<file path="config.mk">
export PLATFORM = sky130hd
export DESIGN_NAME = stepper_ramp_pulse_generator
export DESIGN_NICKNAME = d
export VERILOG_FILES = /design/src/design/srpg_pkg.sv /design/src/design/srpg_ctrl.sv /design/src/design/srpg_datapath.sv /design/src/design/stepper_ramp_pulse_generator.sv
export SDC_FILE = /design/constraint.sdc
export NUM_CORES = 2
export LEC_CHECK = 0
export BUFFER_PORTS_ARGS = -buffer_cell sky130_fd_sc_hd__buf_2
export CORE_UTILIZATION = 40
export CTS_CLUSTER_DIAMETER = 60
export CTS_CLUSTER_SIZE = 25
export DETAILED_ROUTE_END_ITERATION = 6
export GPL_TIMING_DRIVEN = 0
export HOLD_SLACK_MARGIN = 0.02
export PLACE_DENSITY = 0.55
export SLEW_MARGIN = 20
export SYNTH_ARGS = -nofsm -noshare
export SYNTH_HDL_FRONTEND = slang
export SYNTH_SLANG_ARGS = --single-unit
</file>
<file path="constraint.sdc">
create_clock -name i_clk -period 9.6 [get_ports i_clk]
set_input_delay 0 -clock i_clk [delete_from_list [all_inputs] [get_ports i_clk]]
set_output_delay 0 -clock i_clk [all_outputs]
set_load 0.02 [all_outputs]
</file>
<file path="src/design/srpg_pkg.sv">
`timescale 1ns / 1ps
// Shared types, widths and constants for the stepper ramp pulse generator.
// Used by srpg_ctrl, srpg_datapath and the top level; depends on nothing.
package srpg_pkg;

    localparam int STEP_BITS_DEF     = 24;
    localparam int DELAY_BITS_DEF    = 23;
    localparam int POSITION_BITS_DEF = 32;

    localparam int COUNT_W    = 24;
    localparam int COUNT_EXT_W = 32;
    localparam int TOP_W      = 20;
    localparam int RAMP_W     = 16;
    localparam int CFG_W      = 20;
    localparam int CFG_ADDR_W = 1;
    localparam int POS_W      = 32;
    localparam int IN_TDATA_W  = 32;
    localparam int OUT_TDATA_W = 40;

    localparam int START_W = 23;
    localparam int SQ_W    = 2 * RAMP_W;
    localparam int PROD_W  = SQ_W + START_W;
    localparam int QUO_W   = START_W;
    localparam int DIV_CNT_W = $clog2(QUO_W);

    localparam logic [START_W-1:0] START_MIN = START_W'(500);
    localparam logic [TOP_W-1:0]   TOP_RESET  = TOP_W'(1000);
    localparam logic [RAMP_W-1:0]  RAMP_RESET = RAMP_W'(10);

    localparam logic [CFG_ADDR_W-1:0] CFG_TOP_SPEED = 1'b0;
    localparam logic [CFG_ADDR_W-1:0] CFG_RAMP      = 1'b1;

    localparam logic OP_TICK  = 1'b0;
    localparam logic OP_START = 1'b1;

    typedef struct packed {
        logic take;
        logic mul;
        logic mul2;
        logic div_init;
        logic div_step;
        logic write;
        logic load;
    } t_cmd;

    typedef struct packed {
        logic need_calc;
        logic use_top;
    } t_stat;

endpackage

</file>
<file path="src/design/srpg_ctrl.sv">
`timescale 1ns / 1ps
// Controller state machine: input and output handshakes, delay calculation sequence.
// Depends on srpg_pkg for the command and status structs.
module srpg_ctrl (
    input  logic           i_clk,
    input  logic           i_rst_n,
    input  logic           i_in_tvalid,
    output logic           o_in_tready,
    input  logic           i_out_tready,
    output logic           o_out_tvalid,
    input  srpg_pkg::t_stat i_stat,
    output srpg_pkg::t_cmd  o_cmd
);
    import srpg_pkg::*;

    typedef enum logic [6:0] {
        S_IDLE  = 7'b0000001,
        S_MUL   = 7'b0000010,
        S_MUL2  = 7'b0000100,
        S_DINIT = 7'b0001000,
        S_DIV   = 7'b0010000,
        S_WRITE = 7'b0100000,
        S_LOAD  = 7'b1000000
    } t_state;

    t_state               r_state, n_state;
    logic [DIV_CNT_W-1:0] r_cnt, n_cnt;
    logic                 r_out_valid, n_out_valid;
    logic                 w_take;

    assign o_in_tready  = (r_state == S_IDLE) && (!r_out_valid || i_out_tready);
    assign w_take       = i_in_tvalid && o_in_tready;
    assign o_out_tvalid = r_out_valid;

    always_comb begin
        n_state       = r_state;
        n_cnt         = r_cnt;
        o_cmd         = '0;
        o_cmd.take    = w_take;
        case (r_state)
            S_IDLE: begin
                if (w_take) begin
                    n_state = i_stat.need_calc ? S_MUL : S_LOAD;
                end
            end
            S_MUL: begin
                o_cmd.mul = 1'b1;
                n_state   = i_stat.use_top ? S_WRITE : S_MUL2;
            end
            S_MUL2: begin
                o_cmd.mul2 = 1'b1;
                n_state    = S_DINIT;
            end
            S_DINIT: begin
                o_cmd.div_init = 1'b1;
                n_cnt          = '0;
                n_state        = S_DIV;
            end
            S_DIV: begin
                o_cmd.div_step = 1'b1;
                n_cnt          = r_cnt + DIV_CNT_W'(1);
                if (r_cnt == DIV_CNT_W'(QUO_W - 1)) begin
                    n_state = S_WRITE;
                end
            end
            S_WRITE: begin
                o_cmd.write = 1'b1;
                n_state     = S_LOAD;
            end
            S_LOAD: begin
                o_cmd.load = 1'b1;
                n_state    = S_IDLE;
            end
            default: begin
                n_state = S_IDLE;
            end
        endcase
        n_out_valid = o_cmd.load ? 1'b1 : (r_out_valid && !i_out_tready);
    end

    always_ff @(posedge i_clk) begin
        if (!i_rst_n) begin
            r_state     <= S_IDLE;
            r_cnt       <= '0;
            r_out_valid <= 1'b0;
        end else begin
            r_state     <= n_state;
            r_cnt       <= n_cnt;
            r_out_valid <= n_out_valid;
        end
    end

endmodule

</file>
<file path="src/design/srpg_datapath.sv">
`timescale 1ns / 1ps
// Datapath: move state, config registers, ramp delay multiply and restoring divide.
// Depends on srpg_pkg; driven by srpg_ctrl commands.
module srpg_datapath #(
    parameter int STEP_BITS     = srpg_pkg::STEP_BITS_DEF,
    parameter int DELAY_BITS    = srpg_pkg::DELAY_BITS_DEF,
    parameter int POSITION_BITS = srpg_pkg::POSITION_BITS_DEF
) (
    input  logic                             i_clk,
    input  logic                             i_rst_n,
    input  logic                             i_cfg_we,
    input  logic [srpg_pkg::CFG_ADDR_W-1:0]  i_cfg_addr,
    input  logic [srpg_pkg::CFG_W-1:0]       i_cfg_wdata,
    input  logic [srpg_pkg::IN_TDATA_W-1:0]  i_in_tdata,
    input  logic                             i_in_tuser,
    input  srpg_pkg::t_cmd                   i_cmd,
    output srpg_pkg::t_stat                  o_stat,
    output logic [srpg_pkg::OUT_TDATA_W-1:0] o_out_tdata
);
    import srpg_pkg::*;

    localparam int SUM_W      = ((STEP_BITS > RAMP_W) ? STEP_BITS : RAMP_W) + 1;
    localparam int POS_CALC_W = (POSITION_BITS > STEP_BITS) ? POSITION_BITS : STEP_BITS;
    localparam int SAT_W      = (DELAY_BITS > START_W) ? DELAY_BITS : START_W;
    localparam int POS_EXT_W  = (POSITION_BITS > POS_W) ? POSITION_BITS : POS_W;

    logic [TOP_W-1:0]         r_top;
    logic [RAMP_W-1:0]        r_ramp;

    logic [STEP_BITS-1:0]     r_step_index, n_step_index;
    logic [STEP_BITS-1:0]     r_move_length, n_move_length;
    logic [DELAY_BITS-1:0]    r_hpl, n_hpl;
    logic [DELAY_BITS-1:0]    r_cur_delay;
    logic                     r_high, n_high;
    logic                     r_running, n_running;
    logic                     r_dir, n_dir;
    logic [POSITION_BITS-1:0] r_pos, n_pos;
    logic                     r_done, n_done;

    logic [SQ_W-1:0]          r_kk, r_rr;
    logic [START_W-1:0]       r_start, r_diff;
    logic                     r_use_top;
    logic [PROD_W-1:0]        r_prod;
    logic [SQ_W-1:0]          r_rem;
    logic [QUO_W-1:0]         r_dlo, r_quo;
    logic [OUT_TDATA_W-1:0]   r_out;

    logic [COUNT_EXT_W-1:0]   w_count_ext;
    logic [STEP_BITS-1:0]     w_count, w_idx_next;
    logic                     w_dir, w_end, w_hpl_dec;
    logic [POS_CALC_W-1:0]    w_pos_ext, w_len_ext, w_pos_sum;
    logic [SUM_W-1:0]         w_idx_s, w_len_s, w_ramp_s, w_k_wide;
    logic                     w_accel, w_decel;
    logic                     w_need_calc, w_use_top;
    logic [RAMP_W-1:0]        w_k;
    logic [START_W-1:0]       w_five, w_start, w_val;
    logic [SQ_W:0]            w_trial, w_trial_sub;
    logic                     w_ge;
    logic [SAT_W-1:0]         w_val_ext, w_dmax, w_sat;
    logic [DELAY_BITS-1:0]    w_delay;
    logic [POS_EXT_W-1:0]     w_pos_out;

    assign w_count_ext = COUNT_EXT_W'(i_in_tdata[COUNT_W-1:0]);
    assign w_count     = w_count_ext[STEP_BITS-1:0];
    assign w_dir       = i_in_tdata[COUNT_W];
    assign w_idx_next  = r_step_index + STEP_BITS'(1);
    assign w_end       = (w_idx_next >= r_move_length);
    assign w_hpl_dec   = (r_hpl > DELAY_BITS'(1));

    assign w_pos_ext = POS_CALC_W'(r_pos);
    assign w_len_ext = POS_CALC_W'(r_move_length);
    assign w_pos_sum = r_dir ? (w_pos_ext + w_len_ext) : (w_pos_ext - w_len_ext);

    // Item handling: start, tick countdown, phase flip, step advance
    always_comb begin
        n_step_index  = r_step_index;
        n_move_length = r_move_length;
        n_hpl         = r_hpl;
        n_high        = r_high;
        n_running     = r_running;
        n_dir         = r_dir;
        n_pos         = r_pos;
        n_done        = 1'b0;
        w_need_calc   = 1'b0;
        if (i_in_tuser == OP_START) begin
            if (!r_running) begin
                n_dir         = w_dir;
                n_move_length = w_count;
                n_step_index  = '0;
                if (w_count == '0) begin
                    n_running = 1'b0;
                    n_high    = 1'b0;
                    n_done    = 1'b1;
                end else begin
                    n_running   = 1'b1;
                    w_need_calc = 1'b1;
                end
            end
        end else if (r_running) begin
            if (w_hpl_dec) begin
                n_hpl = r_hpl - DELAY_BITS'(1);
            end else if (r_high) begin
                n_high = 1'b0;
                n_hpl  = r_cur_delay;
            end else begin
                n_step_index = w_idx_next;
                if (w_end) begin
                    n_running = 1'b0;
                    n_high    = 1'b0;
                    n_pos     = w_pos_sum[POSITION_BITS-1:0];
                    n_done    = 1'b1;
                end else begin
                    w_need_calc = 1'b1;
                end
            end
        end
    end

    // Ramp branch selection and start delay
    always_comb begin
        w_idx_s   = SUM_W'(r_step_index);
        w_len_s   = SUM_W'(r_move_length);
        w_ramp_s  = SUM_W'(r_ramp);
        w_accel   = (w_idx_s < w_ramp_s);
        w_decel   = (r_ramp != '0) && ((w_idx_s + w_ramp_s) >= w_len_s);
        w_k_wide  = w_accel ? w_idx_s : (w_len_s - w_idx_s);
        w_k       = w_k_wide[RAMP_W-1:0];
        w_use_top = !w_accel && !w_decel;
        w_five  = START_W'({r_top, 2'b00}) + START_W'(r_top);
        w_start = (w_five < START_MIN) ? START_MIN : w_five;
    end

    assign o_stat = '{need_calc: w_need_calc, use_top: w_use_top};

    assign w_trial     = {r_rem, r_dlo[QUO_W-1]};
    assign w_trial_sub = w_trial - {1'b0, r_rr};
    assign w_ge        = (w_trial >= {1'b0, r_rr});

    always_comb begin
        w_val     = r_use_top ? START_W'(r_top) : (r_start - r_quo);
        w_val_ext = SAT_W'(w_val);
        w_dmax    = SAT_W'({DELAY_BITS{1'b1}});
        w_sat     = (w_val_ext > w_dmax) ? w_dmax : w_val_ext;
        w_delay   = w_sat[DELAY_BITS-1:0];
    end

    assign w_pos_out = POS_EXT_W'(r_pos);

    always_ff @(posedge i_clk) begin
        if (!i_rst_n) begin
            r_top         <= TOP_RESET;
            r_ramp        <= RAMP_RESET;
            r_step_index  <= '0;
            r_move_length <= '0;
            r_hpl         <= '0;
            r_cur_delay   <= '0;
            r_high        <= 1'b0;
            r_running     <= 1'b0;
            r_dir         <= 1'b0;
            r_pos         <= '0;
            r_done        <= 1'b0;
        end else begin
            if (i_cfg_we) begin
                case (i_cfg_addr)
                    CFG_TOP_SPEED: r_top  <= i_cfg_wdata[TOP_W-1:0];
                    CFG_RAMP:      r_ramp <= i_cfg_wdata[RAMP_W-1:0];
                    default:       r_top  <= r_top;
                endcase
            end
            if (i_cmd.take) begin
                r_step_index  <= n_step_index;
                r_move_length <= n_move_length;
                r_hpl         <= n_hpl;
                r_high        <= n_high;
                r_running     <= n_running;
                r_dir         <= n_dir;
                r_pos         <= n_pos;
                r_done        <= n_done;
            end
            if (i_cmd.write) begin
                r_cur_delay <= w_delay;
                r_hpl       <= w_delay;
                r_high      <= 1'b1;
            end
        end
    end

    always_ff @(posedge i_clk) begin
        if (i_cmd.mul) begin
            r_kk      <= SQ_W'(w_k) * SQ_W'(w_k);
            r_rr      <= SQ_W'(r_ramp) * SQ_W'(r_ramp);
            r_start   <= w_start;
            r_diff    <= w_start - START_W'(r_top);
            r_use_top <= w_use_top;
        end
        if (i_cmd.mul2) begin
            r_prod <= PROD_W'(r_kk) * PROD_W'(r_diff);
        end
        if (i_cmd.div_init) begin
            r_rem <= r_prod[PROD_W-1:QUO_W];
            r_dlo <= r_prod[QUO_W-1:0];
            r_quo <= '0;
        end
        if (i_cmd.div_step) begin
            r_rem <= w_ge ? w_trial_sub[SQ_W-1:0] : w_trial[SQ_W-1:0];
            r_dlo <= {r_dlo[QUO_W-2:0], 1'b0};
            r_quo <= {r_quo[QUO_W-2:0], w_ge};
        end
        if (i_cmd.load) begin
            r_out <= {4'b0000, w_pos_out[POS_W-1:0], r_done, r_running,
                      r_dir, r_running && r_high};
        end
    end

    assign o_out_tdata = r_out;

endmodule

</file>
<file path="src/design/stepper_ramp_pulse_generator.sv">
`timescale 1ns / 1ps
// Stepper pulse generator paced by one-microsecond tick transactions. A tick, an ignored
// start, a zero-step start or the tick that ends a move goes from acceptance straight to
// the load state and its result; a transaction that starts a move or begins a new step
// computes that step's delay: the top-speed delay (cruise or no ramp) is written right after
// the first multiply state, a ramp delay by two registered multiplies and a restoring divider for k*k*(S-T)/(R*R).
// The next transaction is accepted once the controller is idle and the output register
// is free or being drained. Write config only while no transaction is in flight; a new
// value applies from the next step's delay.
module stepper_ramp_pulse_generator #(
    parameter int STEP_BITS     = srpg_pkg::STEP_BITS_DEF,
    parameter int DELAY_BITS    = srpg_pkg::DELAY_BITS_DEF,
    parameter int POSITION_BITS = srpg_pkg::POSITION_BITS_DEF
) (
    input  logic                             i_clk,
    input  logic                             i_rst_n,
    input  logic                             i_cfg_we,
    input  logic [srpg_pkg::CFG_ADDR_W-1:0]  i_cfg_addr,
    input  logic [srpg_pkg::CFG_W-1:0]       i_cfg_wdata,
    input  logic                             s_axis_tvalid,
    output logic                             s_axis_tready,
    // [23:0] step_count, [24] direction, [31:25] zero
    input  logic [srpg_pkg::IN_TDATA_W-1:0]  s_axis_tdata,
    // [0] operation
    input  logic                             s_axis_tuser,
    output logic                             m_axis_tvalid,
    input  logic                             m_axis_tready,
    // [0] step_level, [1] dir_level, [2] busy_res, [3] done_res, [35:4] position,
    // [39:36] zero
    output logic [srpg_pkg::OUT_TDATA_W-1:0] m_axis_tdata
);
    import srpg_pkg::*;

    t_cmd  w_cmd;
    t_stat w_stat;

    srpg_ctrl u_ctrl (
        .i_clk        (i_clk),
        .i_rst_n      (i_rst_n),
        .i_in_tvalid  (s_axis_tvalid),
        .o_in_tready  (s_axis_tready),
        .i_out_tready (m_axis_tready),
        .o_out_tvalid (m_axis_tvalid),
        .i_stat       (w_stat),
        .o_cmd        (w_cmd)
    );

    srpg_datapath #(
        .STEP_BITS     (STEP_BITS),
        .DELAY_BITS    (DELAY_BITS),
        .POSITION_BITS (POSITION_BITS)
    ) u_datapath (
        .i_clk       (i_clk),
        .i_rst_n     (i_rst_n),
        .i_cfg_we    (i_cfg_we),
        .i_cfg_addr  (i_cfg_addr),
        .i_cfg_wdata (i_cfg_wdata),
        .i_in_tdata  (s_axis_tdata),
        .i_in_tuser  (s_axis_tuser),
        .i_cmd       (w_cmd),
        .o_stat      (w_stat),
        .o_out_tdata (m_axis_tdata)
    );

    a_step_only_when_busy: assert property (@(posedge i_clk) disable iff (!i_rst_n)
        m_axis_tvalid && m_axis_tdata[0] |-> m_axis_tdata[2])
        else $error("step pin high without a running move");

    a_done_not_busy: assert property (@(posedge i_clk) disable iff (!i_rst_n)
        m_axis_tvalid && m_axis_tdata[3] |-> !m_axis_tdata[2])
        else $error("done reported while still busy");

    a_no_overrun: assert property (@(posedge i_clk) disable iff (!i_rst_n)
        s_axis_tvalid && s_axis_tready |-> !m_axis_tvalid || m_axis_tready)
        else $error("transaction accepted while result still pending");

    a_load_after_accept: assert property (@(posedge i_clk) disable iff (!i_rst_n)
        s_axis_tvalid && s_axis_tready |=> !s_axis_tready)
        else $error("second transaction accepted before result was produced");

endmodule

</file>
==> impl_results.md <==
- Yosys reg bits: 457
- Crit start category: flop
- P&R area growth vs syn: 10.0%
- Post-route ant nets: 0
- CTS tree: done
- DR pass1 iterations: 6
- Post-Place Worst Slack: -2.45 ns
- DRC Markers: 0
- Maximum buffer depth of the clock tree: 3
- Die area: 160000 um^2
- DR iter-0 viols: between 4000 and 5000
- Wire length per cell: 21.1 um
- Slowest stage delay, CP: 0.76 ns
- Standard-cell row count: 145
- Post-synthesis instance total: 7005
- Avg Inst Size Synth: roughly 9 um^2
- Clock transition at path regs: 0.08 ns
- Initial antenna violation count: 6
- Initial Util: 0.404
- Critical Path Fanout Max: 10
- Slowest-stage cell, CP: clkbuf_1
- CTS H-tree depth: 2
- Post-DP HPWL: 163000 um
- Final hold violations: 0
- Final Setup Violations: 0
- Worst hold path depth: 4
- Layout cells sized above 1: 0.0552
- Worst Path Required: 9.97 ns
- Synth async-reset ratio: 0
- Synth warnings: 0
- First-pass GRT wire length: 304000 um
- Final worst setup slack: 0.179 ns
- Synth Flop Type: edfxtp_1
- Die Ht: between 300 and 400 um
- Slew Limit Fails: 0
- Final min period: 9.42 ns
- Worst-path cell chain: clkbuf_1 > nand2_1 > fa_1 > fa_1 > inv_1 > fa_1 > fa_1 > fa_1 > inv_1 > fa_1 > inv_1 > fa_1 > ha_1 > a21o_1 > a21o_1 > a21o_1 > a211oi_1 > or4b_2 > a31oi_2 > o21ai_0 > a221oi_1 > o21bai_1 > a21oi_1 > xnor2_1
- Final core occ: 0.444
- # IOs: 101
- Tot GR Track Use: 0.252
- Placed cell areas: 66500 um^2
- Path length in cells of the critical path: 24
- Core area: 157000 um^2
- Vias/cell: 5.34
- Die W: 400 um
- Hold WC Path Type: in -> reg
- Setup CP Type: reg -> reg
- CTS Buf Count: 50
- Buffers on Ports: 88
- Worst path top cell family by delay: adder cells
- Max Clock Skew: between 0.04 and 0.05 ns
- Reported max-cap violation count: 0
- Crit-path most repeated cell: fa_1
- Synthesized area: 63200 um^2
- Fmax: 0.106 GHz
- Vias in the first global route: 50600
- Netlist cell types: 90
- Grt ovf: 0
- Post-synthesis sequential area ratio: 0.189
- Slew margin rel.: 0.219
- Largest net degree at the start of global routing: 82
- Worst path bufs/invs: 4
- Nets@finish: 8848
- FF-to-FF path depth: 24
- DR vias: 49900
- Placer Congestion: between 0.9 and 1
- Nature of the critical path endpoint: flop
- Final period util: 0.981
- Worst Max-Slew Pin Slew: 1.16 ns
- Fin area: 69600 um^2
- Number of synthesized flops with an enable pin: 277
- Total wire length: 198000 um
- Outcome: completed
- Clock root cell: clkbuf_16
- Clk Latency, worst-skew pair: approximately 0.67 ns
- Clk sink count: 457
- Fillers: 15500
- WHS: 0.143 ns
- CP arrival: roughly 10 ns
-- synth_stat cells (9+ instances only) --
| cell | n | share of area |
|---|---|---|
| or2_2 | 15 | 0.0015 |
| dfxtp_1 | 180 | 0.057 |
| o21bai_1 | 46 | 0.0055 |
| o21ai_0 | 172 | 0.014 |
| nor3_1 | 80 | 0.0063 |
| edfxtp_1 | 277 | 0.13 |
| o31ai_1 | 21 | 0.0025 |
| clkinv_1 | 9 | 0.00053 |
| nand2_1 | 990 | 0.059 |
| nand3b_1 | 12 | 0.0014 |
| o22ai_1 | 13 | 0.0013 |
| a211o_1 | 11 | 0.0015 |
| a21o_1 | 112 | 0.013 |
| nand3_1 | 83 | 0.0066 |
| nor2_1 | 450 | 0.027 |
| mux2_2 | 12 | 0.0021 |
| nor3b_1 | 17 | 0.0020 |
| nor4_1 | 29 | 0.0029 |
| a21oi_1 | 370 | 0.029 |
| buf_1 | 9 | 0.00053 |
| and2_1 | 201 | 0.020 |
| a31oi_1 | 42 | 0.0042 |
| a211oi_1 | 35 | 0.0042 |
| clkbuf_1 | 255 | 0.015 |
| mux2i_1 | 44 | 0.0070 |
| fa_1 | 943 | 0.30 |
| or3_1 | 21 | 0.0021 |
| o211ai_1 | 22 | 0.0026 |
| nor2b_1 | 33 | 0.0033 |
| xor2_1 | 84 | 0.012 |
| nand2b_1 | 36 | 0.0036 |
| xnor2_1 | 215 | 0.030 |
| inv_1 | 1270 | 0.075 |
| ha_1 | 606 | 0.12 |
| o21a_1 | 45 | 0.0053 |
| and3_1 | 36 | 0.0036 |
| a22o_1 | 22 | 0.0030 |
| nand4_1 | 25 | 0.0025 |
-- per-layer routing --
layer  track usage  up-vias  share of wire
li1              -    22900              -
met1         0.353    25100           0.44
met2         0.397     1587           0.45
met3        0.0461      269          0.077
met4        0.0673        0          0.030
met5             0        -              0
-- layout make-up --
cell class | count | area (um^2) | share of cell area
Inverter | 1285 | 4890 | 0.0703
Clock inverter | 38 | 563 | 0.00809
Tap cell | 2058 | 2570 | 0.0370
Timing Repair Buffer | 180 | 1340 | 0.0192
Clock buffer | 56 | 1320 | 0.0189
Buffer | 266 | 1130 | 0.0163
Sequential cell | 457 | 11900 | 0.172
Antenna cell | 3 | 7.51 | 0.000108
Multi-Input combinational cell | 5000 | 45800 | 0.658
-- through the flow --
step / std cells / TNS (ns)
6_report: 9343 / 0
5_1_grt: 9340 / -0.0168
4_1_cts: 9323 / 0
3_5_place_dp: 9171 / -31.74
3_3_place_gp: 9161 / -121.82
2_1_floorplan: 7015 / 0
-- worst register-to-register path, delay by kind of cell (launching register included) --
kind,cells,cell delay [ns]
adder cells (fa/ha/maj),8,3.87
AND/OR/NAND/NOR,2,0.91
flip-flops,1,0.53
XOR/XNOR,1,0.10
AO/OA/AOI/OAI,9,2.82
buffers and inverters,4,0.92
-- state kept, by name (all words and copies together), names as in the netlist --
name	count
u_datapath.r_running	1
u_datapath.o_out_tdata	36
u_datapath.r_hpl	23
u_datapath.r_kk	31
u_datapath.r_rem	32
u_datapath.r_done	1
u_datapath.r_prod	55
u_datapath.r_ramp	16
u_datapath.r_rr	31
u_ctrl.r_cnt	5
u_datapath.r_high	1
u_ctrl.o_out_tvalid	1
u_datapath.r_quo	23
u_datapath.r_diff	23
u_datapath.r_move_length	24
u_datapath.r_dlo	23
u_datapath.r_step_index	24
u_datapath.r_start	23
u_datapath.r_dir	1
u_datapath.r_top	20
u_datapath.r_use_top	1
u_ctrl.r_state	7
u_datapath.r_cur_delay	23
u_datapath.r_pos	32
-- cells in the final DEF (no fill, tap or decap), drive strengths merged, types with 55 or more instances in the layout --
cell | synthesis | routed
ha | 606 | 606
and2 | 201 | 201
nand3 | 83 | 83
nor2 | 451 | 451
dlygate4sd3 | 0 | 55
nand2 | 990 | 990
a21oi | 370 | 370
dfxtp | 180 | 180
fa | 943 | 943
inv | 1276 | 1297
nor3 | 80 | 80
xnor2 | 216 | 216
xor2 | 84 | 84
o21ai | 175 | 175
buf | 18 | 148
clkbuf | 255 | 299
edfxtp | 277 | 277
a21o | 112 | 112
-- final timing paths --
check                            endpoint            startpoint  slack [ns]
max                 u_datapath.r_prod[40]  u_datapath.r_diff[4]        0.18
min          u_datapath.r_move_length[22]      s_axis_tdata[22]        0.14
max reg2reg         u_datapath.r_prod[40]  u_datapath.r_diff[4]        0.18
min reg2reg     u_datapath.o_out_tdata[3]     u_datapath.r_done        0.44
-- kinds of logic (layout without fill, tap and decap cells) --
logic type | Yosys count | after routing | share of synthesized area
AND/OR/NAND/NOR | 2054 | 2054 | 0.145
multiplexers | 56 | 56 | 0.00910
adder cells (fa/ha/maj) | 1549 | 1549 | 0.419
XOR/XNOR | 300 | 300 | 0.0417
other | 2 | 15 | 0.000119
AO/OA/AOI/OAI | 1029 | 1029 | 0.104
flip-flops | 457 | 457 | 0.189
buffers and inverters | 1558 | 1825 | 0.0930
-- timing repair --
| item | in CTS | in global routing |
|---|---|---|
| buffers inserted | 9 | 18 |
| pin swaps | 6 | 9 |
| hold buffers | 55 | 0 |
| gates resized for setup | 91 | 97 |
| hold endpoints to repair | 73 | 0 |
| setup endpoints to repair | 33 | 17 |
Power is not shown: default switching activity piles up to over one toggle a cycle in this logic, so the estimate is an artifact.
